===== config.mk =====
export PLATFORM = sky130hd
export DESIGN_NAME = three_point_stencil_apply
export DESIGN_NICKNAME = d
export VERILOG_FILES = /design/src/sv/tsa_pkg.sv /design/src/sv/tsa_cell.sv /design/src/sv/three_point_stencil_apply.sv
export SDC_FILE = /design/constraint.sdc
export NUM_CORES = 2
export LEC_CHECK = 0
export BUFFER_PORTS_ARGS = -buffer_cell sky130_fd_sc_hd__clkbuf_2
export CELL_PAD_IN_SITES_DETAIL_PLACEMENT = 1
export CELL_PAD_IN_SITES_GLOBAL_PLACEMENT = 2
export CORE_ASPECT_RATIO = 0.5
export CORE_UTILIZATION = 47
export CTS_CLUSTER_DIAMETER = 30
export DETAILED_ROUTE_END_ITERATION = 16
export GPL_TIMING_DRIVEN = 1
export PLACE_DENSITY_LB_ADDON = 0.1
export SETUP_SLACK_MARGIN = 0.2
export SKIP_CTS_REPAIR_TIMING = 1
export SYNTH_ARGS = -nofsm -noshare
export SYNTH_HDL_FRONTEND = slang
export SYNTH_SLANG_ARGS = --single-unit
export TNS_END_PERCENT = 1

===== constraint.sdc =====
create_clock -name clk -period 15.2 [get_ports clk]
set_input_delay 0.76 -clock clk [delete_from_list [all_inputs] [get_ports clk]]
set_output_delay 0.76 -clock clk [all_outputs]
set_load 0.02 [all_outputs]

===== src/sv/tsa_pkg.sv =====
// Shared types, widths and register codes for the three-point stencil block.
`default_nettype none

package tsa_pkg;

  // Field widths.
  localparam int SAMPLE_W  = 16;
  localparam int COEF_W    = 16;
  localparam int PROD_W    = SAMPLE_W + COEF_W;
  localparam int VALUE_W   = PROD_W + 1;
  localparam int CFG_IDX_W = 2;
  localparam int NUM_TAPS  = 3;

  // Coefficient reset values in Q4.12: -1.0, 2.0, -1.0.
  localparam logic signed [COEF_W-1:0] COEF_LEFT_RESET   = -16'sd4096;
  localparam logic signed [COEF_W-1:0] COEF_CENTER_RESET = 16'sd8192;
  localparam logic signed [COEF_W-1:0] COEF_RIGHT_RESET  = -16'sd4096;

  // Configuration register indexes.
  typedef enum logic [CFG_IDX_W-1:0] {
    REG_COEF_LEFT   = 2'd0,
    REG_COEF_CENTER = 2'd1,
    REG_COEF_RIGHT  = 2'd2
  } cfg_reg_t;

  // One slot of the sample window. A flush slot has elem low.
  typedef struct packed {
    logic signed [SAMPLE_W-1:0] sample;
    logic                       elem;
    logic                       last;
  } tap_t;

endpackage

`default_nettype wire


===== src/sv/tsa_cell.sv =====
// One window cell: holds a sample slot and registers its weighted product.
`default_nettype none

module tsa_cell (
  input  wire logic                               clk,
  input  wire logic                               rst,
  input  wire logic                               shift,
  input  wire logic signed [tsa_pkg::COEF_W-1:0]  coef,
  input  wire tsa_pkg::tap_t                      tap_in,
  output tsa_pkg::tap_t                           tap_out,
  output logic signed [tsa_pkg::PROD_W-1:0]       prod
);
  import tsa_pkg::*;

  // Slot flags are control state; the sample itself needs no reset.
  always_ff @(posedge clk) begin
    if (shift) begin
      tap_out.sample <= tap_in.sample;
    end
    if (rst) begin
      tap_out.elem <= 1'b0;
      tap_out.last <= 1'b0;
    end else if (shift) begin
      tap_out.elem <= tap_in.elem;
      tap_out.last <= tap_in.last;
    end
  end

  // Product of the incoming sample, taken with the coefficient of this position.
  always_ff @(posedge clk) begin
    if (shift) begin
      prod <= PROD_W'(coef) * PROD_W'(tap_in.sample);
    end
  end

endmodule

`default_nettype wire


===== src/sv/three_point_stencil_apply.sv =====
// Top level: tridiagonal stencil over a streamed vector using a chain of three cells.
// The last item's own result comes from the flush slot that follows that item.
// Throughput: one item per cycle unless output stalls; each vector adds a flush slot.
// Reset clears the window flags and output stage and loads the coefficient defaults.
`default_nettype none

module three_point_stencil_apply (
  input  wire logic                                 clk,
  input  wire logic                                 rst,
  input  wire logic                                 in_valid,
  output logic                                      in_ready,
  input  wire logic signed [tsa_pkg::SAMPLE_W-1:0]  sample,
  input  wire logic                                 is_last,
  output logic                                      out_valid,
  input  wire logic                                 out_ready,
  output logic signed [tsa_pkg::VALUE_W-1:0]        value,
  output logic                                      last_out,
  input  wire logic                                 cfg_valid,
  output logic                                      cfg_ready,
  input  wire logic [tsa_pkg::CFG_IDX_W-1:0]        cfg_index,
  input  wire logic [tsa_pkg::COEF_W-1:0]           cfg_data
);
  import tsa_pkg::*;

  logic signed [COEF_W-1:0] coef_left;
  logic signed [COEF_W-1:0] coef_center;
  logic signed [COEF_W-1:0] coef_right;
  logic signed [COEF_W-1:0] cell_coef [NUM_TAPS];
  logic signed [PROD_W-1:0] cell_prod [NUM_TAPS];
  tap_t                     cell_in   [NUM_TAPS];
  tap_t                     cell_q    [NUM_TAPS];
  tap_t                     token;

  logic                     flush_pend;
  logic                     in_acc;
  logic                     shift;
  logic                     p_valid;
  logic                     p_last;
  logic                     p_lmask;
  logic                     p_rmask;
  logic                     p_adv;
  logic                     o_adv;
  logic signed [VALUE_W-1:0] sum;

  // Configuration writes are always taken; an unknown index is dropped.
  assign cfg_ready = 1'b1;

  always_ff @(posedge clk) begin
    if (rst) begin
      coef_left   <= COEF_LEFT_RESET;
      coef_center <= COEF_CENTER_RESET;
      coef_right  <= COEF_RIGHT_RESET;
    end else if (cfg_valid) begin
      unique case (cfg_reg_t'(cfg_index))
        REG_COEF_LEFT:   coef_left   <= cfg_data;
        REG_COEF_CENTER: coef_center <= cfg_data;
        REG_COEF_RIGHT:  coef_right  <= cfg_data;
        default: ;
      endcase
    end
  end

  // Handshake and stage advance. A flush slot follows every last item.
  assign o_adv    = !out_valid || out_ready;
  assign p_adv    = !p_valid || o_adv;
  assign in_ready = p_adv && !flush_pend;
  assign in_acc   = in_valid && in_ready;
  assign shift    = in_acc || (flush_pend && p_adv);

  always_ff @(posedge clk) begin
    if (rst) begin
      flush_pend <= 1'b0;
    end else if (flush_pend && p_adv) begin
      flush_pend <= 1'b0;
    end else if (in_acc && is_last) begin
      flush_pend <= 1'b1;
    end
  end

  // Slot entering the window: the input item, or an empty flush slot.
  always_comb begin
    token.sample = flush_pend ? '0 : sample;
    token.elem   = !flush_pend;
    token.last   = !flush_pend && is_last;
  end

  // Window chain: position 0 is the following sample, 1 the current, 2 the preceding.
  assign cell_coef[0] = coef_right;
  assign cell_coef[1] = coef_center;
  assign cell_coef[2] = coef_left;

  always_comb begin
    cell_in[0] = token;
    for (int k = 1; k < NUM_TAPS; k++) begin
      cell_in[k] = cell_q[k-1];
    end
  end

  for (genvar k = 0; k < NUM_TAPS; k++) begin : g_cell
    tsa_cell u_cell (
      .clk     (clk),
      .rst     (rst),
      .shift   (shift),
      .coef    (cell_coef[k]),
      .tap_in  (cell_in[k]),
      .tap_out (cell_q[k]),
      .prod    (cell_prod[k])
    );
  end

  // Product stage: a result is due when the center slot holds a real element.
  always_ff @(posedge clk) begin
    if (rst) begin
      p_valid <= 1'b0;
    end else if (p_adv) begin
      p_valid <= shift && cell_in[1].elem;
    end
  end

  // Neighbor terms drop at vector boundaries.
  always_ff @(posedge clk) begin
    if (shift) begin
      p_last  <= cell_in[1].last;
      p_rmask <= !cell_in[1].last;
      p_lmask <= cell_in[2].elem && !cell_in[2].last;
    end
  end

  // Sum of the three weighted terms, full precision.
  always_comb begin
    sum = VALUE_W'(cell_prod[1]);
    if (p_rmask) begin
      sum = sum + VALUE_W'(cell_prod[0]);
    end
    if (p_lmask) begin
      sum = sum + VALUE_W'(cell_prod[2]);
    end
  end

  // Output register.
  always_ff @(posedge clk) begin
    if (rst) begin
      out_valid <= 1'b0;
    end else if (o_adv) begin
      out_valid <= p_valid;
    end
  end

  always_ff @(posedge clk) begin
    if (o_adv && p_valid) begin
      value    <= sum;
      last_out <= p_last;
    end
  end

  // A last item is always followed by its flush slot.
  assert property (@(posedge clk) disable iff (rst)
    (in_valid && in_ready && is_last) |=> flush_pend)
    else $error("flush slot not scheduled after last item");

  // The last result of a vector never carries a right-hand term.
  assert property (@(posedge clk) disable iff (rst)
    (p_valid && p_last) |-> !p_rmask)
    else $error("right term kept on last result");

  // A stalled product stage keeps its result.
  assert property (@(posedge clk) disable iff (rst)
    (p_valid && !p_adv) |=> (p_valid && $stable(p_last)))
    else $error("product stage lost a stalled result");

endmodule

`default_nettype wire

Yosys cells after proc, flatten, opt, wreduce, memory -nomap -nowiden

Index checks and enable logic that the tools add are counted.

Flip-flop bits (word level): 220
Output and inout port bits: 37

Add/sub/neg operators: 2
Eq/ne operators: 2
Multiply operators: 3
Reduce and logical (&&, ||, !) cells: 21
Mux-type cells: 3

Operator list:

| cell                                                                   | number |
|---|---|
| 16-bit by 16-bit multiplier with 32-bit output                         | 3 |
| 33-bit 2-to-1 mux                                                      | 2 |
| 32-bit by 32-bit adder with 33-bit output                              | 1 |
| 33-bit by 32-bit adder with 33-bit output                              | 1 |
| 16-bit 2-to-1 mux                                                      | 1 |
| 1-bit logical AND                                                      | 8 |
| 2-bit AND reduction                                                    | 3 |
| 1-bit logical NOT                                                      | 5 |
| 1-bit logical OR                                                       | 3 |
| 2-bit by 1-bit equality test with 1-bit output (second input constant) | 1 |
| 2-bit equality test (second input constant)                            | 1 |
| 2-bit logical NOT                                                      | 1 |
| 2-bit OR reduction                                                     | 1 |

Depth between registers and ports, before layout

Word-level depth: 7
Gate-level depth with buffers: 26
Gate-level depth less buffers: 25

Cells and area by module

From an unflattened synthesis, not the netlist that was laid out.

Cells, all modules: 4225
Area, all modules: 41085.7 µm²

By module, submodules not included:

| module                          | cells an instance | area an instance (µm²) | seq. area each (µm²) | times used |
|---|---|---|---|---|
| tsa_cell (g_cell[0].u_cell ...) | 1125              | 11344.6                | 1481.4               | 2 |
| tsa_cell (g_cell[2].u_cell)     | 1139              | 11363.4                | 1481.4               | 1 |
| three_point_stencil_apply       | 836               | 7033.0                 | 2132.0               | 1 |

Worst setup path after synthesis

No wires, ideal clock.

Path type: input port to flip-flop
Start point: input port out_ready
End point: register p_valid
Path slack: 7.912 ns
Data arrival time: 7.202 ns
Required time: 15.114 ns
Cell stages on the path: 5
Path through: nor2b_1 -> and2_1 -> nor2_1 -> nand2_1 -> a21oi_1

Cells in the longest elaborated chain, start to end: 6
Elaborated cells between the ends (all ways): 7
Those cells by class: reduce/logical (7)

RTL lines:

| what                   | RTL line                         | RTL |
|---|---|---|
| start: declaration     | three_point_stencil_apply.sv:15  | `input wire logic out_ready,` |
| 1-bit logical OR *     | three_point_stencil_apply.sv:64  | `assign o_adv = !out_valid \|\| out_ready;` |
| 1-bit logical OR *     | three_point_stencil_apply.sv:65  | `assign p_adv = !p_valid \|\| o_adv;` |
| 1-bit logical AND      | three_point_stencil_apply.sv:66  | `assign in_ready = p_adv && !flush_pend;` |
| 1-bit logical AND      | three_point_stencil_apply.sv:67  | `assign in_acc = in_valid && in_ready;` |
| 1-bit logical OR       | three_point_stencil_apply.sv:68  | `assign shift = in_acc \|\| (flush_pend && p_adv);` |
| 1-bit logical AND      | three_point_stencil_apply.sv:116 | `p_valid <= shift && cell_in[1].elem;` |
| end signal: assignment | three_point_stencil_apply.sv:116 |  |
| end: declaration       | three_point_stencil_apply.sv:37  | `logic p_valid;` |

Every way passes the cells marked *; elsewhere a longest branch is shown, timed or not.
A chain may end at the register's enable or synchronous reset.

Final worst setup path

Start point: register flush_pend
End point: register g_cell[0].u_cell.prod[28] in the netlist's numbering, data pin

Cells in the longest elaborated chain, start to end: 2

RTL lines:

| what                                           | RTL line                        | RTL |
|---|---|---|
| start: declaration                             | three_point_stencil_apply.sv:34 | `logic flush_pend;` |
| start signal: assignment                       | three_point_stencil_apply.sv:72 | `flush_pend <= 1'b0;` |
| start signal: assignment                       | three_point_stencil_apply.sv:74 | `flush_pend <= 1'b0;` |
| start signal: assignment                       | three_point_stencil_apply.sv:76 | `flush_pend <= 1'b1;` |
| 16-bit 2-to-1 mux                              | three_point_stencil_apply.sv:82 | `token.sample = flush_pend ? '0 : sample;` |
| 16-bit by 16-bit multiplier with 32-bit output | tsa_cell.sv:32                  | `prod <= PROD_W'(coef) * PROD_W'(tap_in.sample);` |
| end signal: assignment                         | tsa_cell.sv:32                  |  |
| end: declaration                               | tsa_cell.sv:11                  | `output logic signed [tsa_pkg::PROD_W-1:0] prod` |

Every way passes these cells.

==> impl_results.md <==
- Via count: 28800
- Die Area: 0.0865 mm^2
- CTS Sinks: 220
- Vias per cell: 5.34
- Global-route wire length before repair: 188000 um
- Share of layout cells above drive strength 1: 6.99%
- Top_reg_cell synth: edfxtp_1
- Worst slew margin: 18.0%
- Met3 Wirelength: 5900 um
- Crit Reg-Reg Startpoint: flush_pend$_SDFFE_PP0P_
- Antenna violations before repair: 7
- Core area: 0.0841 mm^2
- Remaining Overflow, GRT: 0
- Crit-path slowest cell: dfxtp_1
- Top delay family on crit path: adder cells
- Critical R2R Capture: g_cell[0].u_cell.prod[28]$_DFFE_PN_
- Seq/Total Area, Yosys: 15.1%
- CTS tree: done
- Outcome: completed
- Tmin final: 7.48 ns
- Max Cap Viol: 0
- DRT iter0 DRCs: 1519
- Endpoints failing setup: 0
- Count leader, synth: inv_1
- Post-DRT Antenna Nets: 0
- Post-DP HPWL: 94100 um
- Critical path buffers and inverters: 3
- Mapped cell area: 0.0401 mm^2
- Crit path cell chain: nand2b_1 -> or2_2 -> fa_1 -> fa_1 -> inv_1 -> fa_1 -> fa_1 -> fa_1 -> inv_1 -> fa_1 -> inv_1 -> ha_1 -> and3_1 -> nand4_1 -> a21oi_1 -> o41ai_2 -> o21ai_0 -> a311oi_1 -> o21ai_0 -> o21a_1
- #FFs+latches synth: 220
- Met1 wire length: 51900 um
- Final Max Tran Viols: 0
- Io pins: 77
- Wire length on met2: 55800 um
- Netlist cell types: 70
- Row Count: 75
- Clock root buffer master: clkbuf_16
- Vias in the first global route: 33200
- Cts bufs inserted: 50
- Routed wire length per instance: 21.6 um
- Wirelength, routed: 116000 um
- Synth top area share: 39.4%
- DRT Pass-1 Iters: 5
- Largest net degree at the start of global routing: 78
- Nets: 5376
- Die Ht: 208 um
- CP max FO: 22
- Mean Syn Cell Area: 9.59 um^2
- Final hold violation count: 0
- Crit end category: flip-flop
- Hold Startpoint: p_last$_DFFE_PN_
- GPL Wtd Cong: 0.868
- Synth cell count leaders: inv_1 (911), fa_1 (788), nand2_1 (544), and2_1 (345), ha_1 (310)
- EDFF count, synth: 165
- Critical path required time: 15.54 ns
- Critical Path Max Stage Delay: 0.99 ns
- Final period utilization: 49.2%
- Setup slack, reg-to-reg: 7.72 ns
- H-tree depth: 2
- Worst EP arrival: 7.82 ns
- Synth top area cells: fa_1 (39%), edfxtp_1 (12%), ha_1 (9.7%), inv_1 (8.5%), and2_1 (5.4%)
- CP most frequent cell: fa_1
- Cell taking the most area after synthesis: fa_1
- Residual DRC: 0
- Crit path kind: flip-flop to flip-flop
- Gate Count Post-Synth: 4179
- Layout Skew: 0.0424 ns
- Port Buffer Count: 75
- Max Freq: 0.134 GHz
- Hold Crit Depth: 0
- Setup tns final: 0 ns
- Async SR Flop Fraction: 0%
- Cells on worst reg2reg path: 20
- P&R area growth vs syn: 8.61%
- Syn Nets: 5317
- Starting Density: 47.6%
- GRT Util Overall: 28.2%
- Multi-input gate area: 0.0301 mm^2
- Hold crit path type: flip-flop to flip-flop
- Critical Path Source Type: flip-flop
- Clock-pin slew on the worst setup and hold paths: 0.05 ns
- Syn. warnings: 0
- Clock tree buffer depth: 3
- FILL cells: 9576
- Clk Latency, worst-skew pair: 0.60 ns
- RSZ-0062 raised after global routing: false
- WHS Endpoint: last_out$_DFFE_PP_
- Worst slew pin tran: 1.23 ns
- Die width: 415 um
- Register area: 0.00606 mm^2
- Topmost layer with routed signal wires: met5
-- state kept, by name, summed over array words and instances (netlist names) --
register               cells
coef_center               16
coef_right                16
coef_left                 16
p_lmask                    1
p_rmask                    1
flush_pend                 1
p_valid                    1
last_out                   1
out_valid                  1
value                     33
p_last                     1
g_cell.u_cell.tap_out     36
g_cell.u_cell.prod        96
-- through the flow --
step	area, um^2	utilization (%)	std cells	worst slack, ns	hold WS (ns)
after CTS	43500	51.7	5394	7.64	0.439
after global routing	43500	51.7	5394	7.33	0.444
after floorplan	40100	-	4179	7.91	0.400
after detailed placement	41800	49.8	5302	7.67	0.430
after global placement	41800	49.8	5302	7.85	0.409
final	43500	51.7	5397	7.72	0.444
-- cell type report --
cell class | instances | share of cell area [%]
repair buffers | 140 | 1.98
clock buffers | 58 | 3.04
diodes | 3 | 0.0173
flip-flops and latches | 220 | 13.9
well taps | 1116 | 3.21
multi-input cells | 2915 | 69.2
inverters | 911 | 7.86
clock inverters | 34 | 0.794
-- per-layer routing --
| metal | up-vias | global-route usage [%] |
|---|---|---|
| li1 | 12900 | - |
| met4 | 2 | 6.62 |
| met3 | 155 | 3.78 |
| met5 | - | 0 |
| met2 | 605 | 47.4 |
| met1 | 15200 | 38.8 |
-- placed cells by master (no fill, tap or decap), types with 7 or more instances in the layout --
| cell | netlist | routed |
|---|---|---|
| a211oi_1 | 15 | 15 |
| a21boi_0 | 7 | 7 |
| a21o_1 | 67 | 67 |
| a21oi_1 | 172 | 172 |
| a31oi_1 | 13 | 13 |
| and2_1 | 345 | 345 |
| and3_1 | 12 | 12 |
| buf_4 | 1 | 65 |
| clkbuf_16 | 0 | 51 |
| clkbuf_2 | 0 | 75 |
| clkinv_2 | 0 | 11 |
| dfxtp_1 | 55 | 55 |
| edfxtp_1 | 165 | 165 |
| fa_1 | 788 | 788 |
| ha_1 | 310 | 310 |
| inv_1 | 911 | 911 |
| mux2_2 | 48 | 48 |
| mux2i_1 | 7 | 7 |
| nand2_1 | 544 | 544 |
| nand2b_1 | 20 | 20 |
| nand3_1 | 14 | 14 |
| nand3b_1 | 12 | 12 |
| nand4_1 | 7 | 7 |
| nor2_1 | 130 | 129 |
| nor2b_1 | 27 | 26 |
| nor3_1 | 17 | 17 |
| o211ai_1 | 8 | 8 |
| o21a_1 | 28 | 28 |
| o21ai_0 | 69 | 69 |
| o21bai_1 | 19 | 19 |
| o31ai_1 | 7 | 7 |
| xnor2_1 | 118 | 118 |
| xor2_1 | 42 | 42 |
-- worst max-delay path by stage --
stage | cells after the start | start | endpoint
2_1_floorplan | 5 | out_ready | p_valid$_SDFFE_PP0N_
3_3_place_gp | 20 | flush_pend$_SDFFE_PP0P_ | g_cell[0].u_cell.prod[28]$_DFFE_PN_
3_5_place_dp | 20 | flush_pend$_SDFFE_PP0P_ | g_cell[0].u_cell.prod[28]$_DFFE_PN_
4_1_cts | 20 | flush_pend$_SDFFE_PP0P_ | g_cell[0].u_cell.prod[28]$_DFFE_PN_
5_1_grt | 20 | flush_pend$_SDFFE_PP0P_ | g_cell[0].u_cell.prod[28]$_DFFE_PN_
6_report | 20 | flush_pend$_SDFFE_PP0P_ | g_cell[0].u_cell.prod[28]$_DFFE_PN_
-- cells by family (layout without fill, tap and decap cells) --
logic type	Yosys count	count (layout)	synth area share, %
DFF	220	220	15.1
and+or+nand+nor	1149	1149	13.7
other	1	4	0.00936
adders and majority gates	1098	1098	49.1
buffers and inverters	1044	1143	9.80
xor gates and xnor gates	160	160	3.50
muxes	55	55	1.52
AOI/OAI and AO/OA	452	452	7.25
Power is left out: the tool's default activity adds up to more than one toggle a clock period on the data nets, which glitch-free logic cannot reach.
